[config.mk]
export PLATFORM = sky130hd
export DESIGN_NAME = vtb_queue
export DESIGN_NICKNAME = d
export VERILOG_FILES = /design/src/rtl/vtb_pkg.sv /design/src/rtl/vtb_queue.sv
export VERILOG_INCLUDE_DIRS = /design/src /design/src/rtl
export SDC_FILE = /design/constraint.sdc
export NUM_CORES = 1
export LEC_CHECK = 0
export ABC_CLOCK_PERIOD_IN_PS = 3700
export BUFFER_PORTS_ARGS = -buffer_cell sky130_fd_sc_hd__buf_2
export CORE_MARGIN = 3
export CORE_UTILIZATION = 45
export DETAILED_ROUTE_END_ITERATION = 6
export PLACE_DENSITY = 0.68
export SYNTH_ARGS = -nofsm -noshare
export SYNTH_HDL_FRONTEND = slang
export SYNTH_SLANG_ARGS = --single-unit
[constraint.sdc]
create_clock -name clock -period 3.7 [get_ports clock]
set_input_delay 0 -clock clock [delete_from_list [all_inputs] [get_ports clock]]
set_output_delay 0 -clock clock [all_outputs]
set_load 0.02 [all_outputs]
[src/rtl/vertex_transform_bbox_macros.svh]
// Assertion helpers shared by the front end, queue and back end.
`ifndef VERTEX_TRANSFORM_BBOX_MACROS_SVH
`define VERTEX_TRANSFORM_BBOX_MACROS_SVH

// Same-cycle implication.
`define VTB_ASSERT_IMP(label, clk, rst, ante, cons) \
   label: assert property (@(posedge clk) disable iff (rst) (ante) |-> (cons)) \
      else $error("vertex_transform_bbox assertion failed");

// Next-cycle implication.
`define VTB_ASSERT_NXT(label, clk, rst, ante, cons) \
   label: assert property (@(posedge clk) disable iff (rst) (ante) |=> (cons)) \
      else $error("vertex_transform_bbox assertion failed");

`endif

[src/rtl/vtb_pkg.sv]
`timescale 1ns / 1ps
package vtb_pkg;

   localparam int COORD_W     = 32;
   localparam int COEF_W      = 20;
   localparam int FRAC_W      = 16;
   localparam int PROD_W      = COORD_W + COEF_W;
   localparam int ACC_W       = 40;
   localparam int NUM_AXES    = 3;
   localparam int CFG_W       = 60;
   localparam int CSR_INDEX_W = 3;

   localparam int ROW_LENGTH_DEFAULT  = 4;
   localparam int QUEUE_DEPTH_DEFAULT = 2;

   localparam logic [CFG_W-1:0] MATRIX_ROW0_RESET = 60'd65536;
   localparam logic [CFG_W-1:0] MATRIX_ROW1_RESET = 60'd68719476736;
   localparam logic [CFG_W-1:0] MATRIX_ROW2_RESET = 60'd72057594037927936;
   localparam logic [CFG_W-1:0] AXIS_SCALES_RESET = 60'd72057662757470208;

   localparam logic signed [ACC_W-1:0] SAT_HI = 40'sd2147483647;
   localparam logic signed [ACC_W-1:0] SAT_LO = -40'sd2147483648;

   typedef enum logic [CSR_INDEX_W-1:0] {
      CSR_MATRIX_ROW0 = 3'd0,
      CSR_MATRIX_ROW1 = 3'd1,
      CSR_MATRIX_ROW2 = 3'd2,
      CSR_AXIS_SCALES = 3'd3,
      CSR_OFFSET_X    = 3'd4,
      CSR_OFFSET_Y    = 3'd5,
      CSR_OFFSET_Z    = 3'd6
   } csr_index_type;

   // Transformed vertex handed from the front end to the back end.
   typedef struct packed {
      logic signed [COORD_W-1:0] x;
      logic signed [COORD_W-1:0] y;
      logic signed [COORD_W-1:0] z;
      logic                      last;
   } vertex_type;

   function automatic logic signed [COORD_W-1:0] sat32(input logic signed [ACC_W-1:0] v);
      if (v > SAT_HI) begin
         return SAT_HI[COORD_W-1:0];
      end else if (v < SAT_LO) begin
         return SAT_LO[COORD_W-1:0];
      end
      return v[COORD_W-1:0];
   endfunction

endpackage

[src/rtl/vtb_queue.sv]
`timescale 1ns / 1ps
`include "vertex_transform_bbox_macros.svh"
module vtb_queue #(
   parameter int DEPTH = vtb_pkg::QUEUE_DEPTH_DEFAULT
) (
   input  logic                clock,
   input  logic                reset,
   input  logic                push_valid,
   output logic                push_ready,
   input  vtb_pkg::vertex_type push_item,
   output logic                pop_valid,
   input  logic                pop_ready,
   output vtb_pkg::vertex_type pop_item
);

   localparam int PTR_W = (DEPTH > 1) ? $clog2(DEPTH) : 1;
   localparam int CNT_W = $clog2(DEPTH + 1);

   vtb_pkg::vertex_type slot_ff [DEPTH];
   logic [PTR_W-1:0]    wr_ptr_ff, wr_ptr_in;
   logic [PTR_W-1:0]    rd_ptr_ff, rd_ptr_in;
   logic [CNT_W-1:0]    count_ff, count_in;
   logic                push_fire, pop_fire;

   assign push_ready = (count_ff != CNT_W'(DEPTH));
   assign pop_valid  = (count_ff != '0);
   assign pop_item   = slot_ff[rd_ptr_ff];
   assign push_fire  = push_valid && push_ready;
   assign pop_fire   = pop_valid && pop_ready;

   always_comb begin
      wr_ptr_in = wr_ptr_ff;
      rd_ptr_in = rd_ptr_ff;
      count_in  = count_ff;
      if (push_fire) begin
         wr_ptr_in = (wr_ptr_ff == PTR_W'(DEPTH - 1)) ? '0 : wr_ptr_ff + 1'b1;
      end
      if (pop_fire) begin
         rd_ptr_in = (rd_ptr_ff == PTR_W'(DEPTH - 1)) ? '0 : rd_ptr_ff + 1'b1;
      end
      if (push_fire && !pop_fire) begin
         count_in = count_ff + 1'b1;
      end else if (pop_fire && !push_fire) begin
         count_in = count_ff - 1'b1;
      end
   end

   always_ff @(posedge clock) begin
      if (reset) begin
         wr_ptr_ff <= '0;
         rd_ptr_ff <= '0;
         count_ff  <= '0;
      end else begin
         wr_ptr_ff <= wr_ptr_in;
         rd_ptr_ff <= rd_ptr_in;
         count_ff  <= count_in;
      end
   end

   always_ff @(posedge clock) begin
      if (push_fire) begin
         slot_ff[wr_ptr_ff] <= push_item;
      end
   end

   `VTB_ASSERT_NXT(a_push_grows, clock, reset, push_fire && !pop_fire, count_ff == $past(count_ff) + 1'b1)
   `VTB_ASSERT_NXT(a_pop_shrinks, clock, reset, pop_fire && !push_fire, count_ff == $past(count_ff) - 1'b1)

endmodule

==> qor.txt <==
final core occ -> 0.639
initial antenna violation count -> 0
Worst Path Arrival -> 2270 ps
fin crit period -> 2270 ps
combinational share of power -> 0.272
clock share of power -> 0.273
CP peak stage delay -> 960 ps
Detailed Place HPWL -> 8.74 mm
Seq cells post-synth -> 199
Inserted Clock Buffers -> 17
Crit Path Category -> reg2out
Req. time, crit path -> 3700 ps
Setup Viol. Count Final -> 0
worst vdd ir -> 0.372 mV
largest net degree at the start of global routing -> 66
Slew HR -> 0.386
CTS tree -> done
CTS sink count -> 199
fraction of layout cells with a size suffix above 1 -> 0.515
# fillers -> 1136
DIE HEIGHT -> 134 um
sw frac -> 0.295
Total Routing Usage GR -> 0.163
Internal -> 0.00463 W
outcome -> finished clean
Max Fclk -> 0.440 GHz
Slowest-stage cell, CP -> dfxtp_4
H-Tree Depth -> 4
most frequent cells in the layout -> buf_2, edfxtp_1, dlygate4sd3_1, mux2_2, mux2_4
setup bufs post-CTS -> 0
die area -> 0.0179 mm^2
CP Max Fanout -> 65
Final period util -> 0.614
CTS max path bufs -> 2
Port Buffers -> 199
Antenna diodes -> 0
Worst Hold Class -> in2reg
FP Rows -> 46
hold_buf cts -> 101
Startpoint Class -> flip-flop
Post-Layout Cell Count -> 866
antenna-violating nets left -> 0
Seq pwr share -> 0.455
P_sw -> 0.00193 W
commonest non-fill, non-tap cell in the layout -> buf_2
total negative slack -> 0 ps
post-CTS sizing -> 0
Final nets -> 739
Crit. End Element -> primary output
cell chain of the critical path -> buf_12 > mux2_2 > buf_2
post-synthesis cell type count -> 19
count of pins over their slew limit -> 0
leakage power figure -> 3.87 nW
drt initial violations -> 221
clk_skew -> 9.07 ps
pwr dens -> 645 mW/mm^2
Initial Utilization -> 0.460
Vias/cell -> 4.67
global-route wire length before repair -> 22.5 mm
Mean Syn Cell Area -> 22.5 um^2
RSZ-0062 raised after global routing -> no
GPL Wtd Cong -> 0.733
DRC violations left -> 0
sequential share of the synthesized area -> 0.807
dpl cells -> 733
DR WL/cell -> 16.6 um
DR pass1 iterations -> 4
clock slew at reported path FFs -> 70 ps
yosys warns -> 0
Max Cap Viol -> 0
Skew-Pair Late Insertion Delay -> 420 ps
Post-Syn Nets -> 428
Post-Route WL -> 14.4 mm
grt total ovfl -> 0
I/O pin cnt -> 200
Layout area overhead -> 38.7%
Cells after Synth -> 326
total power -> 0.00657 W
vias -> 4044
Die Width -> 134 um
vias in the first global route -> 4426
slew at the pin closest to its max-slew limit -> 921 ps
core footprint -> 0.0159 mm^2
clock root cell -> clkbuf_16
Netlist Area Pre-Place -> 0.00734 mm^2
count of final hold-check violations -> 0
-- registers in the layout, summed over array words and instances, names as in the netlist, named ones only --
signal,count
count_ff,2
rd_ptr_ff,1
slot_ff,194
wr_ptr_ff,1
-- path summary, 6_finish.rpt --
| path | cells past startpoint | startpoint | slack (ps) | end |
|---|---|---|---|---|
| setup / recovery | 3 | flip-flop | 1430 | pop_item[96] |
| hold / removal | 2 | push_item[12] | 300 | slot_ff[1][12]$_DFFE_PP_ |
| setup reg to reg | 4 | count_ff[0]$_SDFFE_PP0P_ | 1720 | slot_ff[0][95]$_DFFE_PP_ |
| hold reg to reg | 2 | rd_ptr_ff$_SDFFE_PP0P_ | 520 | rd_ptr_ff$_SDFFE_PP0P_ |
-- stage by stage --
step                      cell area (um^2)  hold slack, ps  setup WS (ps)
after floorplan                       7340            69.1            209
after global placement                8590             188           1780
after detailed placement              8590             192           1700
after CTS                            10200             275           1360
after global routing                 10200             287           1280
final                                10200             301           1430
-- critical path: cells and delay by family, from the launching register on --
family	cells	cell delay, ps
flip-flops	1	960
buffers and inverters	2	490
multiplexers	1	380
-- power by group through the flow --
stage / Sequential, W / Clock [W] / Combinational [W]
finish: 0.00299 / 0.00180 / 0.00178
global route: 0.00302 / 0.00194 / 0.00190
CTS: 0.00299 / 0.00184 / 0.00180
detailed placement: 0.00304 / 0 / 0.00171
global placement: 0.00302 / 0 / 0.00169
floorplan: 0.00294 / 0 / 0.00129
-- routing by layer --
layer | GRT usage | routed length, um | up-vias
met1 | 0.191 | 5890 | 1957
li1 | - | - | 1917
met5 | 0 | 0 | -
met3 | 0.0502 | 915 | 16
met2 | 0.284 | 7340 | 154
met4 | 0.0571 | 223 | 0
-- logic make-up (layout without fill, tap and decap cells) --
family / count (synthesis) / in the layout / synth area share
AND/OR/NAND/NOR: 9 / 9 / 0.00682
XOR/XNOR: 3 / 3 / 0.00358
AO/OA/AOI/OAI: 5 / 5 / 0.00409
buffers and inverters: 12 / 336 / 0.0123
multiplexers: 97 / 97 / 0.164
flip-flops: 199 / 199 / 0.807
adder cells (fa/ha/maj): 1 / 1 / 0.00170
-- synthesized netlist by cell type --
cell type	number	area share
edfxtp_1	194	0.79
mux2_2	67	0.10
mux2_4	30	0.061
buf_2	6	0.0041
buf_6	5	0.0077
dfxtp_1	5	0.014
nor2_1	3	0.0015
xor2_1	3	0.0036
a21oi_1	2	0.0014
o21ai_0	2	0.0014
a21bo_2	1	0.0014
and2_1	1	0.00085
and3_1	1	0.00085
ha_1	1	0.0017
inv_1	1	0.00051
nand2b_1	1	0.00085
nand3b_1	1	0.0010
or2_2	1	0.00085
or3_1	1	0.00085
-- area by class of cell --
cell class	instances	area, um^2	area share
clock buffers	18	429	0.0422
multi-input cells	115	1330	0.131
well taps	216	270	0.0265
inverters	1	6.26	0.000614
flip-flops and latches	199	5930	0.582
clock inverters	14	150	0.0147
repair buffers	303	2070	0.203
Power figures use the tool's default switching activity.
