$ cat src/rtl/vertex_transform_bbox_macros.svh
// Assertion helpers shared by the front end, queue and back end.
`ifndef VERTEX_TRANSFORM_BBOX_MACROS_SVH
`define VERTEX_TRANSFORM_BBOX_MACROS_SVH

// Same-cycle implication.
`define VTB_ASSERT_IMP(label, clk, rst, ante, cons) \
   label: assert property (@(posedge clk) disable iff (rst) (ante) |-> (cons)) \
      else $error("vertex_transform_bbox assertion failed");

// Next-cycle implication.
`define VTB_ASSERT_NXT(label, clk, rst, ante, cons) \
   label: assert property (@(posedge clk) disable iff (rst) (ante) |=> (cons)) \
      else $error("vertex_transform_bbox assertion failed");

`endif

$ cat src/rtl/vtb_pkg.sv
`timescale 1ns / 1ps
package vtb_pkg;

   localparam int COORD_W     = 32;
   localparam int COEF_W      = 20;
   localparam int FRAC_W      = 16;
   localparam int PROD_W      = COORD_W + COEF_W;
   localparam int ACC_W       = 40;
   localparam int NUM_AXES    = 3;
   localparam int CFG_W       = 60;
   localparam int CSR_INDEX_W = 3;

   localparam int ROW_LENGTH_DEFAULT  = 4;
   localparam int QUEUE_DEPTH_DEFAULT = 2;

   localparam logic [CFG_W-1:0] MATRIX_ROW0_RESET = 60'd65536;
   localparam logic [CFG_W-1:0] MATRIX_ROW1_RESET = 60'd68719476736;
   localparam logic [CFG_W-1:0] MATRIX_ROW2_RESET = 60'd72057594037927936;
   localparam logic [CFG_W-1:0] AXIS_SCALES_RESET = 60'd72057662757470208;

   localparam logic signed [ACC_W-1:0] SAT_HI = 40'sd2147483647;
   localparam logic signed [ACC_W-1:0] SAT_LO = -40'sd2147483648;

   typedef enum logic [CSR_INDEX_W-1:0] {
      CSR_MATRIX_ROW0 = 3'd0,
      CSR_MATRIX_ROW1 = 3'd1,
      CSR_MATRIX_ROW2 = 3'd2,
      CSR_AXIS_SCALES = 3'd3,
      CSR_OFFSET_X    = 3'd4,
      CSR_OFFSET_Y    = 3'd5,
      CSR_OFFSET_Z    = 3'd6
   } csr_index_type;

   // Transformed vertex handed from the front end to the back end.
   typedef struct packed {
      logic signed [COORD_W-1:0] x;
      logic signed [COORD_W-1:0] y;
      logic signed [COORD_W-1:0] z;
      logic                      last;
   } vertex_type;

   function automatic logic signed [COORD_W-1:0] sat32(input logic signed [ACC_W-1:0] v);
      if (v > SAT_HI) begin
         return SAT_HI[COORD_W-1:0];
      end else if (v < SAT_LO) begin
         return SAT_LO[COORD_W-1:0];
      end
      return v[COORD_W-1:0];
   endfunction

endpackage

$ cat src/rtl/vtb_rsp_if.sv
`timescale 1ns / 1ps
interface vtb_rsp_if;
   logic                               valid;
   logic                               ready;
   logic signed [vtb_pkg::COORD_W-1:0] out_x;
   logic signed [vtb_pkg::COORD_W-1:0] out_y;
   logic signed [vtb_pkg::COORD_W-1:0] out_z;
   logic                               row_end;
   logic signed [vtb_pkg::COORD_W-1:0] box_max_x;
   logic signed [vtb_pkg::COORD_W-1:0] box_min_y;
   logic signed [vtb_pkg::COORD_W-1:0] box_min_x;
   logic signed [vtb_pkg::COORD_W-1:0] box_max_y;
   logic                               box_found;
   logic                               count_whole;

   modport source (output valid, out_x, out_y, out_z, row_end, box_max_x, box_min_y,
                   box_min_x, box_max_y, box_found, count_whole, input ready);
   modport sink (input valid, out_x, out_y, out_z, row_end, box_max_x, box_min_y,
                 box_min_x, box_max_y, box_found, count_whole, output ready);
endinterface

$ cat src/rtl/vtb_back.sv
`timescale 1ns / 1ps
`include "vertex_transform_bbox_macros.svh"
module vtb_back #(
   parameter int ROW_LENGTH = vtb_pkg::ROW_LENGTH_DEFAULT
) (
   input  logic                clock,
   input  logic                reset,
   input  logic                pop_valid,
   output logic                pop_ready,
   input  vtb_pkg::vertex_type pop_item,
   vtb_rsp_if.source           rsp
);

   localparam int CW    = vtb_pkg::COORD_W;
   localparam int ROW_W = (ROW_LENGTH > 1) ? $clog2(ROW_LENGTH) : 1;

   logic signed [CW-1:0] max_x_ff, max_x_in, min_x_ff, min_x_in;
   logic signed [CW-1:0] max_y_ff, max_y_in, min_y_ff, min_y_in;
   logic                 seen_ff, seen_in;
   logic [ROW_W-1:0]     row_ff, row_in;

   logic signed [CW-1:0] upd_max_x, upd_min_x, upd_max_y, upd_min_y;
   logic                 upd_seen, z_zero, row_end, pop_fire, box_out;

   logic                 rsp_valid_ff, rsp_valid_in;
   logic signed [CW-1:0] o_x_ff, o_y_ff, o_z_ff;
   logic signed [CW-1:0] o_max_x_ff, o_min_y_ff, o_min_x_ff, o_max_y_ff;
   logic                 o_row_end_ff, o_found_ff, o_whole_ff;

   assign pop_ready = !rsp_valid_ff || rsp.ready;
   assign pop_fire  = pop_valid && pop_ready;

   always_comb begin
      z_zero    = (pop_item.z == '0);
      upd_max_x = max_x_ff;
      upd_min_x = min_x_ff;
      upd_max_y = max_y_ff;
      upd_min_y = min_y_ff;
      upd_seen  = seen_ff || z_zero;
      if (z_zero) begin
         if (!seen_ff || pop_item.x > max_x_ff) upd_max_x = pop_item.x;
         if (!seen_ff || pop_item.x < min_x_ff) upd_min_x = pop_item.x;
         if (!seen_ff || pop_item.y > max_y_ff) upd_max_y = pop_item.y;
         if (!seen_ff || pop_item.y < min_y_ff) upd_min_y = pop_item.y;
      end
      row_end = (row_ff == ROW_W'(ROW_LENGTH - 1));
      box_out = pop_item.last && upd_seen;

      max_x_in = max_x_ff;
      min_x_in = min_x_ff;
      max_y_in = max_y_ff;
      min_y_in = min_y_ff;
      seen_in  = seen_ff;
      row_in   = row_ff;
      if (pop_fire) begin
         // Drop the object's state after its last vertex.
         if (pop_item.last) begin
            max_x_in = '0;
            min_x_in = '0;
            max_y_in = '0;
            min_y_in = '0;
            seen_in  = 1'b0;
            row_in   = '0;
         end else begin
            max_x_in = upd_max_x;
            min_x_in = upd_min_x;
            max_y_in = upd_max_y;
            min_y_in = upd_min_y;
            seen_in  = upd_seen;
            row_in   = row_end ? '0 : row_ff + 1'b1;
         end
      end

      rsp_valid_in = rsp_valid_ff;
      if (pop_fire) begin
         rsp_valid_in = 1'b1;
      end else if (rsp.ready) begin
         rsp_valid_in = 1'b0;
      end
   end

   always_ff @(posedge clock) begin
      if (reset) begin
         max_x_ff     <= '0;
         min_x_ff     <= '0;
         max_y_ff     <= '0;
         min_y_ff     <= '0;
         seen_ff      <= 1'b0;
         row_ff       <= '0;
         rsp_valid_ff <= 1'b0;
      end else begin
         max_x_ff     <= max_x_in;
         min_x_ff     <= min_x_in;
         max_y_ff     <= max_y_in;
         min_y_ff     <= min_y_in;
         seen_ff      <= seen_in;
         row_ff       <= row_in;
         rsp_valid_ff <= rsp_valid_in;
      end
   end

   always_ff @(posedge clock) begin
      if (pop_fire) begin
         o_x_ff       <= pop_item.x;
         o_y_ff       <= pop_item.y;
         o_z_ff       <= pop_item.z;
         o_row_end_ff <= row_end;
         o_max_x_ff   <= box_out ? upd_max_x : '0;
         o_min_y_ff   <= box_out ? upd_min_y : '0;
         o_min_x_ff   <= box_out ? upd_min_x : '0;
         o_max_y_ff   <= box_out ? upd_max_y : '0;
         o_found_ff   <= box_out;
         o_whole_ff   <= pop_item.last && row_end;
      end
   end

   assign rsp.valid       = rsp_valid_ff;
   assign rsp.out_x       = o_x_ff;
   assign rsp.out_y       = o_y_ff;
   assign rsp.out_z       = o_z_ff;
   assign rsp.row_end     = o_row_end_ff;
   assign rsp.box_max_x   = o_max_x_ff;
   assign rsp.box_min_y   = o_min_y_ff;
   assign rsp.box_min_x   = o_min_x_ff;
   assign rsp.box_max_y   = o_max_y_ff;
   assign rsp.box_found   = o_found_ff;
   assign rsp.count_whole = o_whole_ff;

   `VTB_ASSERT_NXT(a_last_clears, clock, reset, pop_fire && pop_item.last, !seen_ff && row_ff == '0)
   `VTB_ASSERT_IMP(a_box_ordered, clock, reset, rsp_valid_ff && o_found_ff, o_max_x_ff >= o_min_x_ff && o_max_y_ff >= o_min_y_ff)
   `VTB_ASSERT_IMP(a_whole_on_row_end, clock, reset, rsp_valid_ff && o_whole_ff, o_row_end_ff)

endmodule

$ cat src/flat_wrapper.sv
// flat-port wrapper written by rule: the top's interface ports become plain ports
module vtb_back_flat 
#(
   parameter int ROW_LENGTH = vtb_pkg::ROW_LENGTH_DEFAULT
)
  (clock, reset, pop_valid, pop_ready, pop_item, rsp_valid, rsp_out_x, rsp_out_y, rsp_out_z, rsp_row_end, rsp_box_max_x, rsp_box_min_y, rsp_box_min_x, rsp_box_max_y, rsp_box_found, rsp_count_whole, rsp_ready);
  vtb_rsp_if rsp_i ();
  input  logic clock;
  input  logic reset;
  input  logic pop_valid;
  output logic pop_ready;
  input  vtb_pkg::vertex_type pop_item;
  output wire logic [$bits(rsp_i.valid)-1:0] rsp_valid;
  output wire logic [$bits(rsp_i.out_x)-1:0] rsp_out_x;
  output wire logic [$bits(rsp_i.out_y)-1:0] rsp_out_y;
  output wire logic [$bits(rsp_i.out_z)-1:0] rsp_out_z;
  output wire logic [$bits(rsp_i.row_end)-1:0] rsp_row_end;
  output wire logic [$bits(rsp_i.box_max_x)-1:0] rsp_box_max_x;
  output wire logic [$bits(rsp_i.box_min_y)-1:0] rsp_box_min_y;
  output wire logic [$bits(rsp_i.box_min_x)-1:0] rsp_box_min_x;
  output wire logic [$bits(rsp_i.box_max_y)-1:0] rsp_box_max_y;
  output wire logic [$bits(rsp_i.box_found)-1:0] rsp_box_found;
  output wire logic [$bits(rsp_i.count_whole)-1:0] rsp_count_whole;
  input wire logic [$bits(rsp_i.ready)-1:0] rsp_ready;
  assign rsp_valid = rsp_i.valid;
  assign rsp_out_x = rsp_i.out_x;
  assign rsp_out_y = rsp_i.out_y;
  assign rsp_out_z = rsp_i.out_z;
  assign rsp_row_end = rsp_i.row_end;
  assign rsp_box_max_x = rsp_i.box_max_x;
  assign rsp_box_min_y = rsp_i.box_min_y;
  assign rsp_box_min_x = rsp_i.box_min_x;
  assign rsp_box_max_y = rsp_i.box_max_y;
  assign rsp_box_found = rsp_i.box_found;
  assign rsp_count_whole = rsp_i.count_whole;
  assign rsp_i.ready = rsp_ready;
  vtb_back #(.ROW_LENGTH(ROW_LENGTH)) u_core (.clock(clock), .reset(reset), .pop_valid(pop_valid), .pop_ready(pop_ready), .pop_item(pop_item), .rsp(rsp_i));
endmodule
$ cat config.mk
export PLATFORM = sky130hd
export DESIGN_NAME = vtb_back_flat
export DESIGN_NICKNAME = d
export VERILOG_FILES = /design/src/rtl/vtb_pkg.sv /design/src/rtl/vtb_rsp_if.sv /design/src/rtl/vtb_back.sv /design/src/flat_wrapper.sv
export VERILOG_INCLUDE_DIRS = /design/src /design/src/rtl
export SDC_FILE = /design/constraint.sdc
export NUM_CORES = 1
export LEC_CHECK = 0
export BUFFER_PORTS_ARGS = -buffer_cell sky130_fd_sc_hd__buf_4
export CAP_MARGIN = 30
export CORE_MARGIN = 2
export CORE_UTILIZATION = 50
export CTS_CLUSTER_DIAMETER = 100
export DETAILED_ROUTE_END_ITERATION = 10
export MAX_ROUTING_LAYER = met4
export PLACE_DENSITY_LB_ADDON = 0.2
export SYNTH_ARGS = -nofsm -noshare
export SYNTH_HDL_FRONTEND = slang
export SYNTH_SLANG_ARGS = --single-unit
export TNS_END_PERCENT = 30
$ cat constraint.sdc
create_clock -name clock -period 7.42 [get_ports clock]
set_input_delay 0.742 -clock clock [delete_from_list [all_inputs] [get_ports clock]]
set_output_delay 0.742 -clock clock [all_outputs]
set_load 0.05 [all_outputs]
==> summary.md, run 1 <==
| Metric | Value |
|---|---|
| Switching pwr | `0.00123 W` |
| RSZ-0062 raised after global routing | `false` |
| Die outline width | `186 um` |
| Number of vias after detailed routing | `13400` |
| Clock network fraction of total power | `0.410` |
| Distinct cell type count after synthesis | `57` |
| Max-slew headroom | `0.310` |
| Tot GR Track Use | `0.268` |
| Number of nets in the layout | `2014` |
| Antenna violations before repair | `0` |
| Final Wtd Congestion | `0.855` |
| R2R Path Start | `u_core.max_y_ff[29]$_SDFFE_PP0P_` |
| Top fanout value on the critical path | `33` |
| Beginning of the worst hold path | `pop_item[2]` |
| Final routed DRC violation total | `0` |
| Type of the worst setup path | `flip-flop to flip-flop` |
| CTS Root Buffer Type | `sky130_fd_sc_hd__clkbuf_16` |
| Maximum resistive drop on vdd | `187 uV` |
| Synth-to-layout area growth | `25.6%` |
| CP Data Arrival Time | `4.32 ns` |
| Run status | `finished clean` |
| Post-detail-place hpwl | `31200 um` |
| Routed WL per cell | `20.2 um` |
| Final wirelength | `45700 um` |
| HP Class | `input pin to flip-flop` |
| Seq cells post-synth | `359` |
| Area of the core region | `0.0326 mm2` |
| Portion of the clock cycle consumed by the worst path in the final layout | `0.528` |
| Share of final-layout standard cells stronger than drive strength 1 | `0.243` |
| Number of cells on the worst reg-to-reg path | `10` |
| Total power after layout | `0.00477 W` |
| Share of synthesized registers carrying an async set or reset | `0` |
| Max Root-Sink Buffers | `3` |
| Fmax | `0.255 GHz` |
| CTS Buf Count | `39` |
| Number of synthesized flops with an enable pin | `227` |
| Starting Density | `0.509` |
| Number of iterations in the first detailed-routing pass | `5` |
| Count of antenna diodes in the layout | `0` |
| Number of vias per cell after detailed routing | `5.92` |
| CP required | `7.82 ns` |
| Number of placement rows | `66` |
| Critical path endpoint category | `flip-flop` |
| Internal power | `0.00354 W` |
| Tightest Pin Transition | `1.03 ns` |
| Synthesized area per cell | `11.2 um2` |
| Crit path launch type | `flip-flop` |
| Setup_tns | `0 ns` |
| Total of buffers placed on input and output ports | `329` |
| Sink count of the clock tree | `359` |
| Number of global-route vias before repair | `12900` |
| Fill cell instance count of the final layout | `2546` |
| Post-CTS clock slew at the launch and capture registers of the worst setup and hold paths | `0.06 ns` |
| Pwr dens | `229 mW/mm2` |
| DRC violation total after the first TritonRoute iteration | `1082` |
| TritonCTS clock tree | `built` |
| Critical register-to-register path endpoint | `u_core.max_y_ff[19]$_SDFFE_PP0P_` |
| Number of instances on the worst hold path | `1` |
| R2r setup slk | `3.50 ns` |
| Insertion delay to the later sink of the worst-skew pair | `0.53 ns` |
| Synthesized netlist net count | `1709` |
| Remaining global-route overflow | `0` |
| Count of endpoints failing hold in the final timing report | `0` |
| Top-area cell type share of the netlist area | `0.411` |
| Placed instance area | `0.0196 mm2` |
| Number of max-cap violations | `0` |
| Die height | `186 um` |
| Post-synthesis cell count | `1481` |
| Setup violators final | `0` |
| Static leakage power | `7.83 nW` |
| Combinational fraction of design power | `0.126` |
| Post-CTS setup buffers | `0` |
| Summed instance area of the synthesized netlist | `0.0166 mm2` |
| Yosys warns | `0` |
| Endpoint with the worst hold slack | `u_core.rsp.out_z[1]$_DFFE_PP_` |
| Global-route wire length before repair | `70800 um` |
| Top cell type by total area after synthesis | `sky130_fd_sc_hd__edfxtp_1` |
| Count of nets left with antenna violations after detail routing | `0` |
| Leading register cell type out of synthesis | `sky130_fd_sc_hd__edfxtp_1` |
| Reg power frac | `0.464` |
| Die area | `0.0347 mm2` |
| Hold-fix buffer count after cts | `0` |
| Sequential fraction of the synthesis area | `0.570` |
| Sw Share | `0.258` |
| Top cells by area in the synthesized netlist | `sky130_fd_sc_hd__edfxtp_1 41%, sky130_fd_sc_hd__dfxtp_1 16%, sky130_fd_sc_hd__ha_1 9.6%` |
| H-tree levels | `2` |
| Final Slew Violations | `0` |
| Worst clock skew | `0.0136 ns` |
| Number of cells upsized or downsized after cts | `0` |
| Non-Filler Cell Area, Final | `0.0208 mm2` |
| Maximum number of pins on one net before global-route repair | `70` |
| Post-layout min period | `3.92 ns` |
| Number of top-level pins | `330` |
Yosys cell counts, drive strengths merged, types with 4 or more instances:
| master | number |
|---|---|
| a21o | 18 |
| or3 | 6 |
| clkbuf | 76 |
| nand4 | 28 |
| nand2 | 30 |
| a22o | 64 |
| o21ai | 87 |
| ha | 127 |
| o22ai | 32 |
| o32ai | 32 |
| dfxtp | 132 |
| inv | 197 |
| a32o | 32 |
| a31oi | 6 |
| edfxtp | 227 |
| a211oi | 4 |
| a21oi | 145 |
| nor3 | 8 |
| nor2 | 20 |
| o211ai | 36 |
| buf | 16 |
| nand3 | 108 |
| nor4 | 13 |
cells by family (layout without fill, tap and decap cells):
kind of cell | count (synthesis) | after routing | share of synthesized area
AO/OA/AOI/OAI | 478 | 478 | 0.195
adder cells (fa/ha/maj) | 127 | 127 | 0.0957
AND/OR/NAND/NOR | 226 | 226 | 0.0696
multiplexers | 2 | 2 | 0.00128
buffers and inverters | 289 | 622 | 0.0687
flip-flops | 359 | 359 | 0.570
cell usage in the layout (no fill, tap or decap), types with 7 or more instances in the layout:
cell type	netlist	layout
sky130_fd_sc_hd__clkinv_2	0	9
sky130_fd_sc_hd__o21ai_0	84	84
sky130_fd_sc_hd__clkbuf_16	0	39
sky130_fd_sc_hd__dfxtp_1	132	132
sky130_fd_sc_hd__inv_1	196	195
sky130_fd_sc_hd__a21o_1	18	18
sky130_fd_sc_hd__nand3_1	108	108
sky130_fd_sc_hd__edfxtp_1	227	227
sky130_fd_sc_hd__o22ai_1	32	32
sky130_fd_sc_hd__ha_1	127	127
sky130_fd_sc_hd__o211ai_1	36	36
sky130_fd_sc_hd__a22o_1	64	64
sky130_fd_sc_hd__nor4_1	13	12
sky130_fd_sc_hd__clkbuf_8	0	7
sky130_fd_sc_hd__a21oi_1	145	145
sky130_fd_sc_hd__a32o_1	32	32
sky130_fd_sc_hd__o32ai_1	32	32
sky130_fd_sc_hd__nand4_1	28	28
sky130_fd_sc_hd__nor2_1	20	17
sky130_fd_sc_hd__buf_4	0	353
sky130_fd_sc_hd__nand2_1	30	30
metrics by stage:
step,hold WS [ns],setup slack (ns),instances,utilization
finish,0.400,3.50,2256,0.639
global route,0.388,3.15,2256,0.639
CTS,0.384,3.53,2256,0.639
detailed placement,0.478,2.99,2187,0.600
global placement,0.466,3.11,2184,0.597
floorplan,0.457,1.37,1481,-
routing by layer:
layer / share of wire / vias up / GRT usage
met5: 0 / - / -
met4: 0.035 / 0 / 0.102
met3: 0.075 / 123 / 0.0434
met2: 0.48 / 576 / 0.429
met1: 0.41 / 6481 / 0.343
li1: - / 6186 / -
area by class of cell:
type / instances / area [um2] / share of cell area
Clock buffer: 52 / 1090 / 0.0525
Clock inverter: 17 / 194 / 0.00930
Inverter: 197 / 743 / 0.0356
Multi-Input combinational cell: 833 / 6070 / 0.291
Sequential cell: 359 / 9460 / 0.454
Tap cell: 442 / 553 / 0.0265
Timing Repair Buffer: 356 / 2730 / 0.131
sequential cells by signal, summed over array words and instances, names as in the netlist:
| name | flops |
|---|---|
| u_core.max_x_ff | 32 |
| u_core.max_y_ff | 32 |
| u_core.min_x_ff | 32 |
| u_core.min_y_ff | 32 |
| u_core.row_ff | 2 |
| u_core.rsp.box_found | 1 |
| u_core.rsp.box_max_x | 32 |
| u_core.rsp.box_max_y | 32 |
| u_core.rsp.box_min_x | 32 |
| u_core.rsp.box_min_y | 32 |
| u_core.rsp.count_whole | 1 |
| u_core.rsp.out_x | 32 |
| u_core.rsp.out_y | 32 |
| u_core.rsp.out_z | 32 |
| u_core.rsp.row_end | 1 |
| u_core.rsp.valid | 1 |
| u_core.seen_ff | 1 |
power groups by stage:
stage | Clock, W | Combinational (W) | Sequential [W]
after floorplan | 0 | 0.000129 | 0.00249
after global placement | 0 | 0.000583 | 0.00226
after detailed placement | 0 | 0.000599 | 0.00226
after CTS | 0.00197 | 0.000600 | 0.00221
after global routing | 0.00206 | 0.000636 | 0.00222
final | 0.00196 | 0.000600 | 0.00221
worst max-delay path: stages, from the launching register on:
cell and delay (ns):
sky130_fd_sc_hd__dfxtp_1 0.36, sky130_fd_sc_hd__inv_1 0.06, sky130_fd_sc_hd__ha_1 0.29, sky130_fd_sc_hd__nand4_1 0.13
sky130_fd_sc_hd__nor4_1 0.50, sky130_fd_sc_hd__a21oi_1 0.15, sky130_fd_sc_hd__a31oi_1 0.38, sky130_fd_sc_hd__mux2_2 0.70
sky130_fd_sc_hd__nand2_1 0.52, sky130_fd_sc_hd__buf_4 0.37, sky130_fd_sc_hd__a32o_1 0.31
worst max-delay path by stage:
stage                                      from                          endpoint  slack, ns  cells past startpoint
2_1_floorplan                         rsp_ready  u_core.max_y_ff[10]$_SDFFE_PP0P_       1.37                      7
3_3_place_gp                       pop_item[17]  u_core.min_y_ff[27]$_SDFFE_PP0P_       3.11                     10
3_5_place_dp                       pop_item[17]  u_core.min_y_ff[14]$_SDFFE_PP0P_       2.99                     10
4_1_cts        u_core.max_y_ff[28]$_SDFFE_PP0P_  u_core.max_y_ff[19]$_SDFFE_PP0P_       3.53                     10
5_1_grt        u_core.max_y_ff[28]$_SDFFE_PP0P_  u_core.max_y_ff[19]$_SDFFE_PP0P_       3.15                     10
6_report       u_core.max_y_ff[29]$_SDFFE_PP0P_  u_core.max_y_ff[19]$_SDFFE_PP0P_       3.50                     10
Note: power is estimated with default switching activity, not from simulation.
==> run 2: changes to the inputs <==
==> constraint.sdc (replaced) <==
create_clock -name clock -period 3.2 [get_ports clock]
set_input_delay 0.32 -clock clock [delete_from_list [all_inputs] [get_ports clock]]
set_output_delay 0.32 -clock clock [all_outputs]
set_load 0.05 [all_outputs]
==> summary.md, run 2 (synthesis gave the netlist of run 1 again) <==
| Metric | Value |
|---|---|
| Type of the worst setup path | `flip-flop to flip-flop` |
| Area of the core region | `0.0326 mm2` |
| Leading cell types in the layout, fill and taps excluded | `372 x sky130_fd_sc_hd__buf_4, 227 x sky130_fd_sc_hd__edfxtp_1, 195 x sky130_fd_sc_hd__inv_1` |
| Final routed DRC violation total | `0` |
| GRT met1 Usage | `0.360` |
| Setup violators final | `0` |
| Die height | `186 um` |
| Endpoint with the worst hold slack | `u_core.rsp.out_y[0]$_DFFE_PP_` |
| Max Root-Sink Buffers | `3` |
| GR peak layer | `met2` |
| Post-CTS clock slew at the launch and capture registers of the worst setup and hold paths | `0.06 ns` |
| Count of nets left with antenna violations after detail routing | `0` |
| Final Wtd Congestion | `0.895` |
| Pwr dens | `531 mW/mm2` |
| Post-detail-place hpwl | `32500 um` |
| Internal power | `0.00855 W` |
| Count of endpoints failing hold in the final timing report | `0` |
| Number of iterations in the first detailed-routing pass | `5` |
| TritonCTS clock tree | `built` |
| Beginning of the worst hold path | `pop_item[33]` |
| Die outline width | `186 um` |
| HP Class | `input pin to flip-flop` |
| Slowest cell on the critical path | `sky130_fd_sc_hd__nor4_2` |
| Post-layout min period | `3.01 ns` |
| Sw Share | `0.254` |
| Run status | `finished clean` |
| Final wirelength | `47500 um` |
| Starting Density | `0.509` |
| Setup_tns | `0 ns` |
| Number of vias after detailed routing | `13500` |
| DRC violation total after the first TritonRoute iteration | `1062` |
| Antenna violations before repair | `1` |
| Fmax | `0.332 GHz` |
| Die area | `0.0347 mm2` |
| Maximum number of pins on one net before global-route repair | `121` |
| Combinational fraction of design power | `0.126` |
| Share of final-layout standard cells stronger than drive strength 1 | `0.250` |
| Worst setup timing slack at the placement stage | `-0.0809 ns` |
| Switching pwr | `0.00291 W` |
| Reg power frac | `0.448` |
| Top fanout value on the critical path | `32` |
| Critical path endpoint category | `flip-flop` |
| CTS Buf Count | `40` |
| Clock network fraction of total power | `0.426` |
| Tightest Pin Transition | `0.911 ns` |
| Number of cells on the worst reg-to-reg path | `11` |
| Placed instance area | `0.0199 mm2` |
| Number of instances on the worst hold path | `1` |
| Max-slew headroom | `0.391` |
| Final Slew Violations | `0` |
| Maximum cell stage delay along the critical path | `0.47 ns` |
| Maximum resistive drop on vdd | `395 uV` |
| Number of max-cap violations | `0` |
| Static leakage power | `8.17 nW` |
| Most used cell, CP | `sky130_fd_sc_hd__nor4_2` |
| RSZ-0062 raised after global routing | `false` |
| R2R Path Start | `u_core.min_x_ff[31]$_SDFFE_PP0P_` |
| Post-CTS setup buffers | `0` |
| Number of placement rows | `66` |
| Routed WL per cell | `20.5 um` |
| Remaining global-route overflow | `0` |
| CP Data Arrival Time | `3.29 ns` |
| CP cell instances | `inv_1, ha_1, nand4_1, nor4_2, o211ai_1, a2bb2oi_1, buf_4, a31oi_1, nor4_2, buf_12, a22o_1` |
| FF/Latch Area | `0.00946 mm2` |
| Portion of the clock cycle consumed by the worst path in the final layout | `0.942` |
| Total of buffers placed on input and output ports | `329` |
| Number of global-route vias before repair | `13100` |
| Number of vias per cell after detailed routing | `5.81` |
| Synth-to-layout area growth | `30.1%` |
| Tot GR Track Use | `0.276` |
| Insertion delay to the later sink of the worst-skew pair | `0.54 ns` |
| Commonest non-fill, non-tap cell in the layout | `sky130_fd_sc_hd__buf_4` |
| Worst clock skew | `0.0207 ns` |
| Met2 Use GR | `0.441` |
| Area of combinational cells with multiple inputs | `0.00611 mm2` |
| H-tree levels | `2` |
| Grt met3 use | `0.0504` |
| Global-route wire length before repair | `72400 um` |
| Fill cell instance count of the final layout | `2486` |
| Crit path launch type | `flip-flop` |
| Number of top-level pins | `330` |
| R2r setup slk | `0.19 ns` |
| Final setup slack of the worst path | `0.186 ns` |
| CP required | `3.48 ns` |
| Number of nets in the layout | `2074` |
| Sink count of the clock tree | `359` |
| CTS Root Buffer Type | `sky130_fd_sc_hd__clkbuf_16` |
| Non-Filler Cell Area, Final | `0.0216 mm2` |
| Critical register-to-register path endpoint | `u_core.rsp.box_min_x[20]$_SDFFCE_PN0P_` |
[run 2: final cells by class]
cell class | instances | area share
Clock buffer | 53 | 0.0501
Multi-Input combinational cell | 833 | 0.283
Antenna cell | 1 | 0.000116
Tap cell | 442 | 0.0256
Clock inverter | 21 | 0.0147
Timing Repair Buffer | 415 | 0.154
Sequential cell | 359 | 0.438
Inverter | 197 | 0.0344
[run 2: power by group through the flow]
stage / clock network, W / logic, W / registers [W]
floorplan: 0 / 0.000309 / 0.00578
global placement: 0 / 0.00138 / 0.00523
CTS: 0.00495 / 0.00144 / 0.00514
finish: 0.00489 / 0.00144 / 0.00514
global route: 0.00514 / 0.00152 / 0.00515
detailed placement: 0 / 0.00140 / 0.00523
[run 2: worst max path at each step]
| stage | startpoint | to | slack (ns) | depth (start not counted) |
|---|---|---|---|---|
| 6_report | u_core.min_x_ff[31]$_SDFFE_PP0P_ | u_core.rsp.box_min_x[20]$_SDFFCE_PN0P_ | 0.19 | 11 |
| 5_1_grt | u_core.min_x_ff[31]$_SDFFE_PP0P_ | u_core.rsp.box_min_x[29]$_SDFFCE_PN0P_ | 0.005 | 11 |
| 4_1_cts | pop_item[18] | u_core.min_x_ff[16]$_SDFFE_PP0P_ | 0.09 | 12 |
| 3_5_place_dp | pop_item[96] | u_core.rsp.box_min_x[23]$_SDFFCE_PN0P_ | -0.08 | 11 |
| 3_3_place_gp | pop_item[96] | u_core.rsp.box_min_x[29]$_SDFFCE_PN0P_ | -0.03 | 11 |
| 2_1_floorplan | u_core.rsp.valid$_SDFFE_PP0P_ | u_core.max_y_ff[10]$_SDFFE_PP0P_ | -1.78 | 7 |
[run 2: worst max-delay path: cells and delay by family (launching register included)]
kind / cells / cell delay (ns)
compound gates: 4 / 0.84
simple gates: 3 / 0.80
buf+inv: 3 / 0.43
flops: 1 / 0.34
fa+ha+maj: 1 / 0.33
[run 2: stage by stage]
| stage | hold slack (ns) | utilization | std cells | power (W) |
|---|---|---|---|---|
| 4_1_cts | 0.0114 | 0.662 | 2320 | 0.0115 |
| 5_1_grt | 0.0223 | 0.662 | 2321 | 0.0118 |
| 6_report | 0.0324 | 0.662 | 2321 | 0.0115 |
| 3_5_place_dp | 0.476 | 0.609 | 2214 | 0.00663 |
| 2_1_floorplan | 0.419 | - | 1481 | 0.00608 |
| 3_3_place_gp | 0.469 | 0.609 | 2214 | 0.00661 |
[run 2: timing repair]
item	CTS	global route
setup endpoints to repair	1	20
hold endpoints to repair	32	0
gates resized for setup	1	1
gates cloned	0	0
hold buffers	32	0
[run 2: metal layers]
layer	vias to the layer above	part of all wire
met5	-	0
met4	0	0.025
met3	86	0.078
met2	569	0.47
met1	6499	0.43
li1	6320	-
